===== config.mk =====
export PLATFORM = sky130hd
export DESIGN_NAME = pixel_palette_indexer
export DESIGN_NICKNAME = d
export VERILOG_FILES = /design/src/hw/rtl/ppi_pkg.sv /design/src/hw/rtl/pixel_palette_indexer.sv /design/src/hw/rtl/ppi_ctrl.sv /design/src/hw/rtl/ppi_datapath.sv
export VERILOG_INCLUDE_DIRS = /design/src /design/src/hw/rtl
export SDC_FILE = /design/constraint.sdc
export NUM_CORES = 2
export LEC_CHECK = 0
export BUFFER_PORTS_ARGS = -buffer_cell sky130_fd_sc_hd__buf_2
export CAP_MARGIN = 10
export CORE_MARGIN = 4
export CORE_UTILIZATION = 47
export CTS_CLUSTER_SIZE = 25
export DETAILED_ROUTE_END_ITERATION = 8
export SYNTH_ARGS = -nofsm -noshare
export SYNTH_HDL_FRONTEND = slang
export SYNTH_MEMORY_MAX_BITS = 65536
export SYNTH_SLANG_ARGS = --single-unit

===== constraint.sdc =====
create_clock -name i_clk -period 7.34 [get_ports i_clk]
set_input_delay 1.835 -clock i_clk [delete_from_list [all_inputs] [get_ports i_clk]]
set_output_delay 1.835 -clock i_clk [all_outputs]
set_load 0.03 [all_outputs]

===== src/hw/rtl/pixel_palette_indexer_defines.svh =====
// Assertion macros for the pixel palette indexer
`ifndef PIXEL_PALETTE_INDEXER_DEFINES_SVH
`define PIXEL_PALETTE_INDEXER_DEFINES_SVH

`ifndef NO_ASSERTIONS
`define PPI_ASSERT_SAME(label, ante, cons, msg) \
    label: assert property (@(posedge i_clk) disable iff (!i_rst_n) (ante) |-> (cons)) \
        else $error(msg);
`define PPI_ASSERT_NEXT(label, ante, cons, msg) \
    label: assert property (@(posedge i_clk) disable iff (!i_rst_n) (ante) |=> (cons)) \
        else $error(msg);
`else
`define PPI_ASSERT_SAME(label, ante, cons, msg)
`define PPI_ASSERT_NEXT(label, ante, cons, msg)
`endif

`endif


===== src/hw/rtl/ppi_pkg.sv =====
// Shared constants, word types and control structs of the pixel palette indexer
`timescale 1ns / 1ps

package ppi_pkg;

    localparam int PALETTE_ENTRIES = 256;
    localparam int FRAME_WIDTH     = 320;
    localparam int FRAME_HEIGHT    = 200;

    localparam int CHAN_IN_W  = 8;
    localparam int CHAN_W     = 6;
    localparam int COLOR_W    = 3 * CHAN_W;
    localparam int INDEX_W    = 8;
    localparam int OFFSET_W   = 16;
    localparam int IDX_W      = (PALETTE_ENTRIES > 1) ? $clog2(PALETTE_ENTRIES) : 1;
    localparam int USED_W     = $clog2(PALETTE_ENTRIES + 1);
    localparam int ROW_W      = (FRAME_HEIGHT > 1) ? $clog2(FRAME_HEIGHT) : 1;
    localparam int COL_W      = (FRAME_WIDTH > 1) ? $clog2(FRAME_WIDTH) : 1;

    typedef struct packed {
        logic [CHAN_IN_W-1:0] pixel_red;
        logic [CHAN_IN_W-1:0] pixel_green;
        logic [CHAN_IN_W-1:0] pixel_blue;
        logic                 frame_start;
    } t_pix_in;

    typedef struct packed {
        logic [INDEX_W-1:0]  color_index;
        logic [OFFSET_W-1:0] pixel_offset;
        logic                new_entry;
        logic [CHAN_W-1:0]   dac_red;
        logic [CHAN_W-1:0]   dac_green;
        logic [CHAN_W-1:0]   dac_blue;
        logic                palette_full;
    } t_pix_out;

    typedef struct packed {
        logic load;
        logic scan;
        logic finish;
    } t_ppi_cmd;

    typedef struct packed {
        logic hit;
        logic exhausted;
    } t_ppi_status;

endpackage


===== src/hw/rtl/pixel_palette_indexer.sv =====
// Top level of the pixel palette indexer: controller, datapath and checks
// A hit ends the scan at the matching entry; a miss scans every entry in use, counted after
// any frame clear, and with an empty palette no entry is read.
// Words are taken one at a time; busy drops in the strobe cycle
// and a new word may be taken there. The scan reads one palette RAM entry per cycle.
// Reset clears the state machine, entry count and frame counters; RAM contents persist.
`timescale 1ns / 1ps
`include "pixel_palette_indexer_defines.svh"

module pixel_palette_indexer (
    input  logic              i_clk,
    input  logic              i_rst_n,
    input  logic              start,
    output logic              busy,
    input  ppi_pkg::t_pix_in  i_pixel,
    output ppi_pkg::t_pix_out o_result,
    output logic              o_strobe
);
    import ppi_pkg::*;

    t_ppi_cmd    w_cmd;
    t_ppi_status w_status;

    ppi_ctrl u_ctrl (
        .i_clk    (i_clk),
        .i_rst_n  (i_rst_n),
        .start    (start),
        .busy     (busy),
        .i_status (w_status),
        .o_cmd    (w_cmd)
    );

    ppi_datapath u_datapath (
        .i_clk    (i_clk),
        .i_rst_n  (i_rst_n),
        .i_pixel  (i_pixel),
        .i_cmd    (w_cmd),
        .o_status (w_status),
        .o_result (o_result),
        .o_strobe (o_strobe)
    );

    `PPI_ASSERT_NEXT(a_accept_busy, start && !busy, busy, "busy not raised after accept")
    `PPI_ASSERT_NEXT(a_finish_strobe, w_cmd.finish, o_strobe, "finish without result strobe")
    `PPI_ASSERT_SAME(a_strobe_idle, o_strobe, !busy, "result strobe while still busy")
    `PPI_ASSERT_SAME(a_full_excl, o_strobe && o_result.palette_full,
        !o_result.new_entry && (o_result.color_index == '0), "full result carries entry")

endmodule


===== src/hw/rtl/ppi_ctrl.sv =====
// Controller state machine: accept a word, sequence the palette scan, finish
`timescale 1ns / 1ps

module ppi_ctrl (
    input  logic                 i_clk,
    input  logic                 i_rst_n,
    input  logic                 start,
    output logic                 busy,
    input  ppi_pkg::t_ppi_status i_status,
    output ppi_pkg::t_ppi_cmd    o_cmd
);
    import ppi_pkg::*;

    typedef enum logic [1:0] {
        ST_IDLE = 2'b01,
        ST_SCAN = 2'b10
    } t_ppi_state;

    t_ppi_state r_state;
    t_ppi_state n_state;
    logic       w_done;

    assign w_done = i_status.hit || i_status.exhausted;
    assign busy   = (r_state != ST_IDLE);

    always_comb begin
        n_state      = r_state;
        o_cmd.load   = 1'b0;
        o_cmd.scan   = 1'b0;
        o_cmd.finish = 1'b0;
        unique case (r_state)
            ST_IDLE: begin
                if (start) begin
                    o_cmd.load = 1'b1;
                    n_state    = ST_SCAN;
                end
            end
            ST_SCAN: begin
                if (w_done) begin
                    o_cmd.finish = 1'b1;
                    n_state      = ST_IDLE;
                end else begin
                    o_cmd.scan = 1'b1;
                end
            end
            default: begin
                n_state = ST_IDLE;
            end
        endcase
    end

    always_ff @(posedge i_clk) begin
        if (!i_rst_n) begin
            r_state <= ST_IDLE;
        end else begin
            r_state <= n_state;
        end
    end

endmodule


===== src/hw/rtl/ppi_datapath.sv =====
// Datapath: palette RAM, scan pointer, compare, frame counters, result register
`timescale 1ns / 1ps

module ppi_datapath (
    input  logic                 i_clk,
    input  logic                 i_rst_n,
    input  ppi_pkg::t_pix_in     i_pixel,
    input  ppi_pkg::t_ppi_cmd    i_cmd,
    output ppi_pkg::t_ppi_status o_status,
    output ppi_pkg::t_pix_out    o_result,
    output logic                 o_strobe
);
    import ppi_pkg::*;

    logic [COLOR_W-1:0]  r_palette [PALETTE_ENTRIES];
    logic [COLOR_W-1:0]  r_colour;
    logic [COLOR_W-1:0]  r_rd_data;
    logic [USED_W-1:0]   r_used;
    logic [USED_W-1:0]   r_k;
    logic [IDX_W-1:0]    r_pidx;
    logic                r_pend;
    logic [ROW_W-1:0]    r_row;
    logic [COL_W-1:0]    r_col;
    logic [ROW_W-1:0]    n_row;
    logic [COL_W-1:0]    n_col;
    t_pix_out            r_result;
    t_pix_out            n_result;
    logic                r_strobe;
    logic                w_full;
    logic                w_add;
    logic                w_clear;

    assign o_status.hit       = r_pend && (r_rd_data == r_colour);
    assign o_status.exhausted = !r_pend && (r_k == r_used);
    assign w_full  = (r_used == USED_W'(PALETTE_ENTRIES));
    assign w_add   = i_cmd.finish && !o_status.hit && !w_full;
    assign w_clear = i_cmd.load && i_pixel.frame_start;

    assign o_result = r_result;
    assign o_strobe = r_strobe;

    always_comb begin
        n_row = r_row + ROW_W'(1);
        n_col = r_col;
        if (r_row == ROW_W'(FRAME_HEIGHT - 1)) begin
            n_row = '0;
            n_col = r_col + COL_W'(1);
            if (r_col == COL_W'(FRAME_WIDTH - 1)) begin
                n_col = '0;
            end
        end
    end

    always_comb begin
        n_result.pixel_offset = OFFSET_W'(r_row) * OFFSET_W'(FRAME_WIDTH) + OFFSET_W'(r_col);
        n_result.new_entry    = w_add;
        n_result.palette_full = !o_status.hit && w_full;
        n_result.dac_red      = w_add ? r_colour[COLOR_W-1 -: CHAN_W] : '0;
        n_result.dac_green    = w_add ? r_colour[2*CHAN_W-1 -: CHAN_W] : '0;
        n_result.dac_blue     = w_add ? r_colour[CHAN_W-1:0] : '0;
        if (o_status.hit) begin
            n_result.color_index = INDEX_W'(r_pidx);
        end else if (w_full) begin
            n_result.color_index = '0;
        end else begin
            n_result.color_index = INDEX_W'(r_used);
        end
    end

    // palette RAM: one read and one write port
    always_ff @(posedge i_clk) begin
        if (i_cmd.scan && (r_k != r_used)) begin
            r_rd_data <= r_palette[r_k[IDX_W-1:0]];
        end
        if (w_add) begin
            r_palette[r_used[IDX_W-1:0]] <= r_colour;
        end
    end

    always_ff @(posedge i_clk) begin
        if (i_cmd.load) begin
            r_colour <= {i_pixel.pixel_red[CHAN_IN_W-1 -: CHAN_W],
                         i_pixel.pixel_green[CHAN_IN_W-1 -: CHAN_W],
                         i_pixel.pixel_blue[CHAN_IN_W-1 -: CHAN_W]};
        end
        if (i_cmd.scan) begin
            r_pidx <= r_k[IDX_W-1:0];
        end
        if (i_cmd.finish) begin
            r_result <= n_result;
        end
    end

    always_ff @(posedge i_clk) begin
        if (!i_rst_n) begin
            r_used   <= '0;
            r_k      <= '0;
            r_pend   <= 1'b0;
            r_row    <= '0;
            r_col    <= '0;
            r_strobe <= 1'b0;
        end else begin
            r_strobe <= i_cmd.finish;
            if (i_cmd.load) begin
                r_k    <= '0;
                r_pend <= 1'b0;
            end else if (i_cmd.scan) begin
                if (r_k != r_used) begin
                    r_k    <= r_k + USED_W'(1);
                    r_pend <= 1'b1;
                end else begin
                    r_pend <= 1'b0;
                end
            end
            if (w_clear) begin
                r_used <= '0;
                r_row  <= '0;
                r_col  <= '0;
            end else if (i_cmd.finish) begin
                r_row <= n_row;
                r_col <= n_col;
                if (w_add) begin
                    r_used <= r_used + USED_W'(1);
                end
            end
        end
    end

endmodule

* Word level (Yosys, flattened, before mapping)
Memory sizes are Yosys's and may differ from the RTL's. A register that Yosys moved wholly into a read port is not among the register bits.
Index checks and enable logic that the tools add are counted.
** Operators by class
- Equal/unequal tests :: 11
- Multiply operators :: 1
- Muxes and demuxes :: 15
- Reduce and logical (&&, ||, !) cells :: 17
- Bitwise gates (word level) :: 1
- Add/sub/neg operators :: 5
** Operators by type and width (count)
- $add 9x1->9 const B :: 3
- $mux 8 :: 3
- $eq 18x18->1 :: 1
- $eq 9x9->1 const B :: 2
- $add 16x9->16 :: 1
- $mul 8x3->10 const B :: 1
- $eq 9x9->1 :: 1
- $mux 9 :: 1
- $ne 9x9->1 :: 1
- $add 8x1->8 const B :: 1
- $eq 8x8->1 const B :: 1
- $reduce_and 2->1 :: 4
- $logic_and 1x1->1 :: 7
- $mux 1 :: 7
- $mux 2 :: 3
- $ne 2x1->1 const B :: 2
- $pmux 2 s2 :: 1
- $reduce_or 2->1 :: 2
- $logic_not 1->1 :: 3
- $eq 2x1->1 const B :: 1
- $eq 2x2->1 const B :: 1
- $ne 2x2->1 const B :: 1
- $logic_or 1x1->1 :: 1
- $not 1->1 :: 1
** Storage, ports and cells
- Output and inout port bits :: 46
- RAM bits :: 4608
- Memories :: 1
- Bits of input ports :: 28
- Flip-flop bits (word level) :: 109
** Memories
- u_datapath.r_palette :: words 256, bits a word 18, read ports 1, clocked after Yosys merged registers in 1, wr ports 1, RTL line ppi_datapath.sv:15 : logic [COLOR_W-1:0] r_palette [PALETTE_ENTRIES];

* Logic depth before layout (Yosys ltp)
- Depth after elaboration :: 9
- Gate-level depth with buffers :: 13
- Depth with buffers taken out :: 11

* Cells and area by module
A second synthesis with hierarchy kept.
** Second synthesis, totals
- Cell total of the unflattened synthesis :: 8151
- Area total of the unflattened synthesis :: 182633.9 µm²
** By module, submodules not included
- ppi_datapath :: times used 1, area an instance 182528.8 µm², cells each 8142, sequential area each 141756.0 µm²
- ppi_ctrl :: times used 1, area an instance 105.1 µm², cells each 9, sequential area each 40.0 µm²

* Worst setup path before layout
No wires, ideal clock.
- Path type :: reg-to-reg
- Start point :: register u_datapath.r_colour[14]
- End point :: register u_datapath.r_result (netlist bit u_datapath.o_result[0]), enable pin
- Stages on the path, launching flop included :: 6
- Path slack :: 0.441 ns
- Required time :: 6.890 ns
- Setup time :: 0.450 ns
- Arrival :: 6.449 ns
- Cells stage by stage :: edfxtp_1 xnor2_1 nand4_1 nor4_2 a21oi_2 nor2_1
** RTL lines
- start, declared :: RTL line ppi_datapath.sv:16 : logic [COLOR_W-1:0] r_colour;
- start signal, assigned :: RTL line ppi_datapath.sv:82 : r_colour <= {i_pixel.pixel_red[CHAN_IN_W-1 -: CHAN_W],
- end signal, assigned :: RTL line ppi_datapath.sv:90 : r_result <= n_result;
- end, declared :: RTL line ppi_datapath.sv:26 : t_pix_out r_result;

* Worst setup path in the final report
- Start point :: register u_datapath.r_used[6]
- End point :: memory u_datapath.r_palette[254][7] in the netlist's numbering, enable pin
** Between the ends
- Cells in the longest elaborated chain, start to end :: 9
- Elaborated cells on any way between the ends :: 11
- Classes of those cells :: eq/ne (2); mux (4); reduce/logical (5)
** Ends and longest elaborated chain
- start, declared :: RTL line ppi_datapath.sv:18 : logic [USED_W-1:0] r_used;
- start signal, assigned :: RTL line ppi_datapath.sv:123 : r_used <= r_used + USED_W'(1);
- $eq 9x9->1 :: RTL line ppi_datapath.sv:34 : assign o_status.exhausted = !r_pend && (r_k == r_used);
- $logic_and 1x1->1 :: RTL line ppi_datapath.sv:34
- $logic_or 1x1->1 :: RTL line ppi_ctrl.sv:23 : assign w_done = i_status.hit || i_status.exhausted;
- $mux 1 :: RTL line ppi_ctrl.sv:39 : if (w_done) begin
- $mux 2 :: RTL line ppi_ctrl.sv:31 : unique case (r_state)
- $logic_and 1x1->1 (2 in a row) :: RTL line ppi_datapath.sv:36 : assign w_add = i_cmd.finish && !o_status.hit && !w_full;
- $mux 1 :: RTL line ppi_datapath.sv:75 : if (w_add) begin
- $mux 1 (implied by the code) :: RTL line ppi_datapath.sv:76 : r_palette[r_used[IDX_W-1:0]] <= r_colour;
- end, declared :: RTL line ppi_datapath.sv:15
Parallel ways exist; a longest one is shown, timed or not.

==> metrics.md <==
| Metric | Value |
|---|---|
| Sequential power share | 0.553 |
| Mapped Area | ~180000 um2 |
| Design internal power | 0.0432 W |
| DRT iter0 DRCs | roughly 12000 |
| Layout Nets | 8601 |
| Combinational Power Share | 0.013 |
| Die area | 399000 um2 |
| Failing checks | capacitance limit, slew limit |
| Top cell type's share of synthesized area | 0.772 |
| Reg2reg setup slack | 1.96 ns |
| Floorplan core area | about 390000 um2 |
| CP cell instances | nor2_1, nand2_1, inv_1, nand4_1, and4_2, buf_4, nand3_2, buf_4, nor2_2, buf_4 |
| Top cell family by delay on the critical path | simple AND/OR/NAND/NOR gates |
| Number of synthesized register bits | ~4700 |
| Synth area leaders | edfxtp_1 77%, mux4_2 15%, mux2i_1 1.8%, nor2_1 0.69%, a21oi_1 0.45% |
| I/O pin cnt | 74 |
| Clk_skew | 0.0763 ns |
| GRT Util Overall | 0.248 |
| H-tree levels | 5 |
| Worst r2r src | u_datapath.r_used[6] |
| Initial antenna violation count | 25 |
| Clock sink count | between 4000 and 5000 |
| Worst path bufs/invs | 4 |
| Placed cell count | ~13000 |
| DRC | 0 |
| YS warnings | 0 |
| Arr. time, crit path | around 6.0 ns |
| Asr flop ratio synth | 0 |
| CP Capture Type | register |
| Post-cts sizing count | 0 |
| Synth area leader | edfxtp_1 |
| CTS root buffer | clkbuf_16 |
| Capturing point of the worst reg2reg path | u_datapath.r_palette[254][7] |
| WHS Path Cells | 0 |
| First drt pass iteration count | 9 |
| Outcome | finished, violations left |
| RSZ-0062 raised after global routing | no |
| Mean Syn Cell Area | between 20 and 25 um2 |
| Net switching share of the total power | 0.200 |
| Worst hold start | u_datapath.r_col[3] |
| TritonCTS clock tree | done |
| Initial Util | 0.473 |
| Net Switching | 0.0108 W |
| Layout cells sized above 1 | 0.292 |
| Post-route cell area | around 210000 um2 |
| Tmin final | 5.38 ns |
| First-pass GRT wire length | around 700000 um |
| Clock share of power | 0.435 |
| Site row count | roughly 230 |
| Vias in the first global route | approximately 87000 |
| Layout Cells excl Fill | around 14000 |
| Worst vdd ir | 0.227 mV |
| Post-synthesis sequential area ratio | 0.776 |
| IO Port Bufs | 67 |
| Post-DRT Antenna Nets | 0 |
| Worst setup path category | register to register |
| Final Hold Vio Count | 0 |
| Maximum Capacitance Violations | 1 |
| Setup bufs post-CTS | 0 |
| Die H | between 600 and 700 um |
| Congestion Overflow GR | 0 |
| Crit path max fanout | 25 |
| FF/Latch Area | about 140000 um2 |
| Cts hold-fix bufs | 0 |
| Mapped Cells | approximately 8100 |
| DP Area | between 150000 and 200000 um2 |
| Clock transition at path regs | around 0.06 ns |
| Pwr dens | 262 nW/um2 |
| Chip width | 632 um |
| Area grow syn2layout | 12.8% |
| Overall routed net length | about 500000 um |
| Fmax | about 190 MHz |
| Type of origin of the critical path | register |
| Final TNS setup | 0 ns |
| Max Slew Vio Count | 2 |
| Wirelength per Cell | 35.4 um |
| Pin count of the biggest net entering global routing | ~210 |
| Vias per cell | 6.28 |
| Worst path slowest cell | nand2_1 |
| Worst R2R Path Depth | 10 |
| Final setup violation count | 0 |
| Gpl congestion | 0.874 |
| CTS Buf Count | 471 |
| Fillers | 29200 |
| Synth cell types | 80 |
| Worst Tran Pin Value | ~1.6 ns |
| Crit path top cell by count | buf_4 |
| Hold Crit Class | register to register |
| Footprint of the multi-input gates | 38800 um2 |
| EDFF count, synth | approximately 4700 |
| Post-DP HPWL | slightly below 300000 um |
| Hold WS | about 0.48 ns |
| Final Cycle Share | 0.733 |
| Leak Pwr | 62.0 nW |
| Bufs on Longest Clock Path | 4 |
| Clock latency on the worst-skew pair | a little over 1 ns |
| Worst hold path endpoint | u_datapath.o_result[23] |
| CP max stage delay | between 0.8 and 0.9 ns |
| Rel. slew slack | -0.0559 |
| Most common cell in the netlist | edfxtp_1 |
| Prevailing post-synth register cell | edfxtp_1 |
| Critical Path RT | around 8.0 ns |
| Commonest cells post-synth | 4696 x edfxtp_1, 1187 x mux4_2, 337 x nor2_1 |
| Net Count, Synth | slightly above 8000 |
| Vias | ~90000 |
==> metal layers <==
| layer | vias up | global-route usage | part of all wire |
|---|---|---|---|
| met1 | 47900 | 0.349 | 0.39 |
| met5 | - | 0.00251 | 0.00031 |
| met2 | 4673 | 0.385 | 0.47 |
| met3 | 907 | 0.0569 | 0.099 |
| met4 | 6 | 0.0869 | 0.041 |
| li1 | 35300 | - | - |
==> cell type report <==
type,instances,share of cell area
Clock inverter,306,0.0132
Antenna cell,12,0.000146
Multi-Input combinational cell,2869,0.188
Inverter,25,0.000540
Clock buffer,571,0.0596
Sequential cell,4735,0.688
Timing Repair Buffer,447,0.0186
Tap cell,5175,0.0314
==> power groups by stage <==
stage	logic [W]	clock network (W)	registers, W
after global routing	0.000719	0.0250	0.0298
after floorplan	0.0000389	0	0.0307
after CTS	0.000685	0.0239	0.0298
after global placement	0.000634	0	0.0304
after detailed placement	0.000686	0	0.0304
final	0.000678	0.0235	0.0298
==> stage by stage <==
step,setup WS (ns),power [W],utilization
6_report,1.96,0.0540,0.533
5_1_grt,1.82,0.0556,0.533
4_1_cts,1.98,0.0544,0.533
3_5_place_dp,1.99,0.0311,0.494
3_3_place_gp,2.06,0.0310,0.493
2_1_floorplan,0.441,0.0308,-
==> how the worst max path moves through the flow <==
stage	from	endpoint	slack, ns	depth (start not counted)
2_1_floorplan	u_datapath.r_colour[14]	u_datapath.o_result[0]	0.44	5
3_3_place_gp	u_datapath.r_used[6]	u_datapath.r_palette[253][4]	2.06	10
3_5_place_dp	u_datapath.r_used[6]	u_datapath.r_palette[253][4]	1.99	10
4_1_cts	u_datapath.r_used[6]	u_datapath.r_palette[253][5]	1.98	10
5_1_grt	u_datapath.r_used[6]	u_datapath.r_palette[254][3]	1.82	10
6_report	u_datapath.r_used[6]	u_datapath.r_palette[254][7]	1.96	10
==> cell usage in the layout, fill, tap and decap left out, types with 90 or more instances in the layout <==
cell type	netlist	final
clkinv_1	1	126
mux4_2	1187	1187
edfxtp_1	4696	4696
clkbuf_1	167	93
a21oi_1	165	165
clkinv_2	0	98
nand2_1	133	132
mux2i_1	320	320
o21ai_0	90	90
buf_4	47	326
nor2_2	0	259
clkbuf_16	0	476
==> worst reg2reg max path, delay by kind of cell (launching register included) <==
kind	cells	cell delay [ns]
flops	1	0.57
simple gates	6	3.02
buf+inv	4	1.43
==> state kept, by name (all words and copies together), names as in the netlist <==
signal,count
u_datapath.o_result,44
u_datapath.r_col,9
u_datapath.r_rd_data,18
u_datapath.r_row,8
u_ctrl.r_state,2
u_datapath.r_used,9
u_datapath.r_palette,4608
u_datapath.r_colour,18
u_datapath.r_pidx,8
u_datapath.r_pend,1
u_datapath.r_k,9
u_datapath.o_strobe,1
==> kinds of logic after synthesis <==
logic type               Yosys count  synth area share
AO/OA/AOI/OAI                    606            0.0223
multiplexers                    1523             0.165
AND/OR/NAND/NOR                  656            0.0159
buffers and inverters            481            0.0161
flip-flops                      4735             0.776
XOR/XNOR                          60           0.00288
adder cells (fa/ha/maj)           24           0.00173
(Power assumes the default switching activity.)
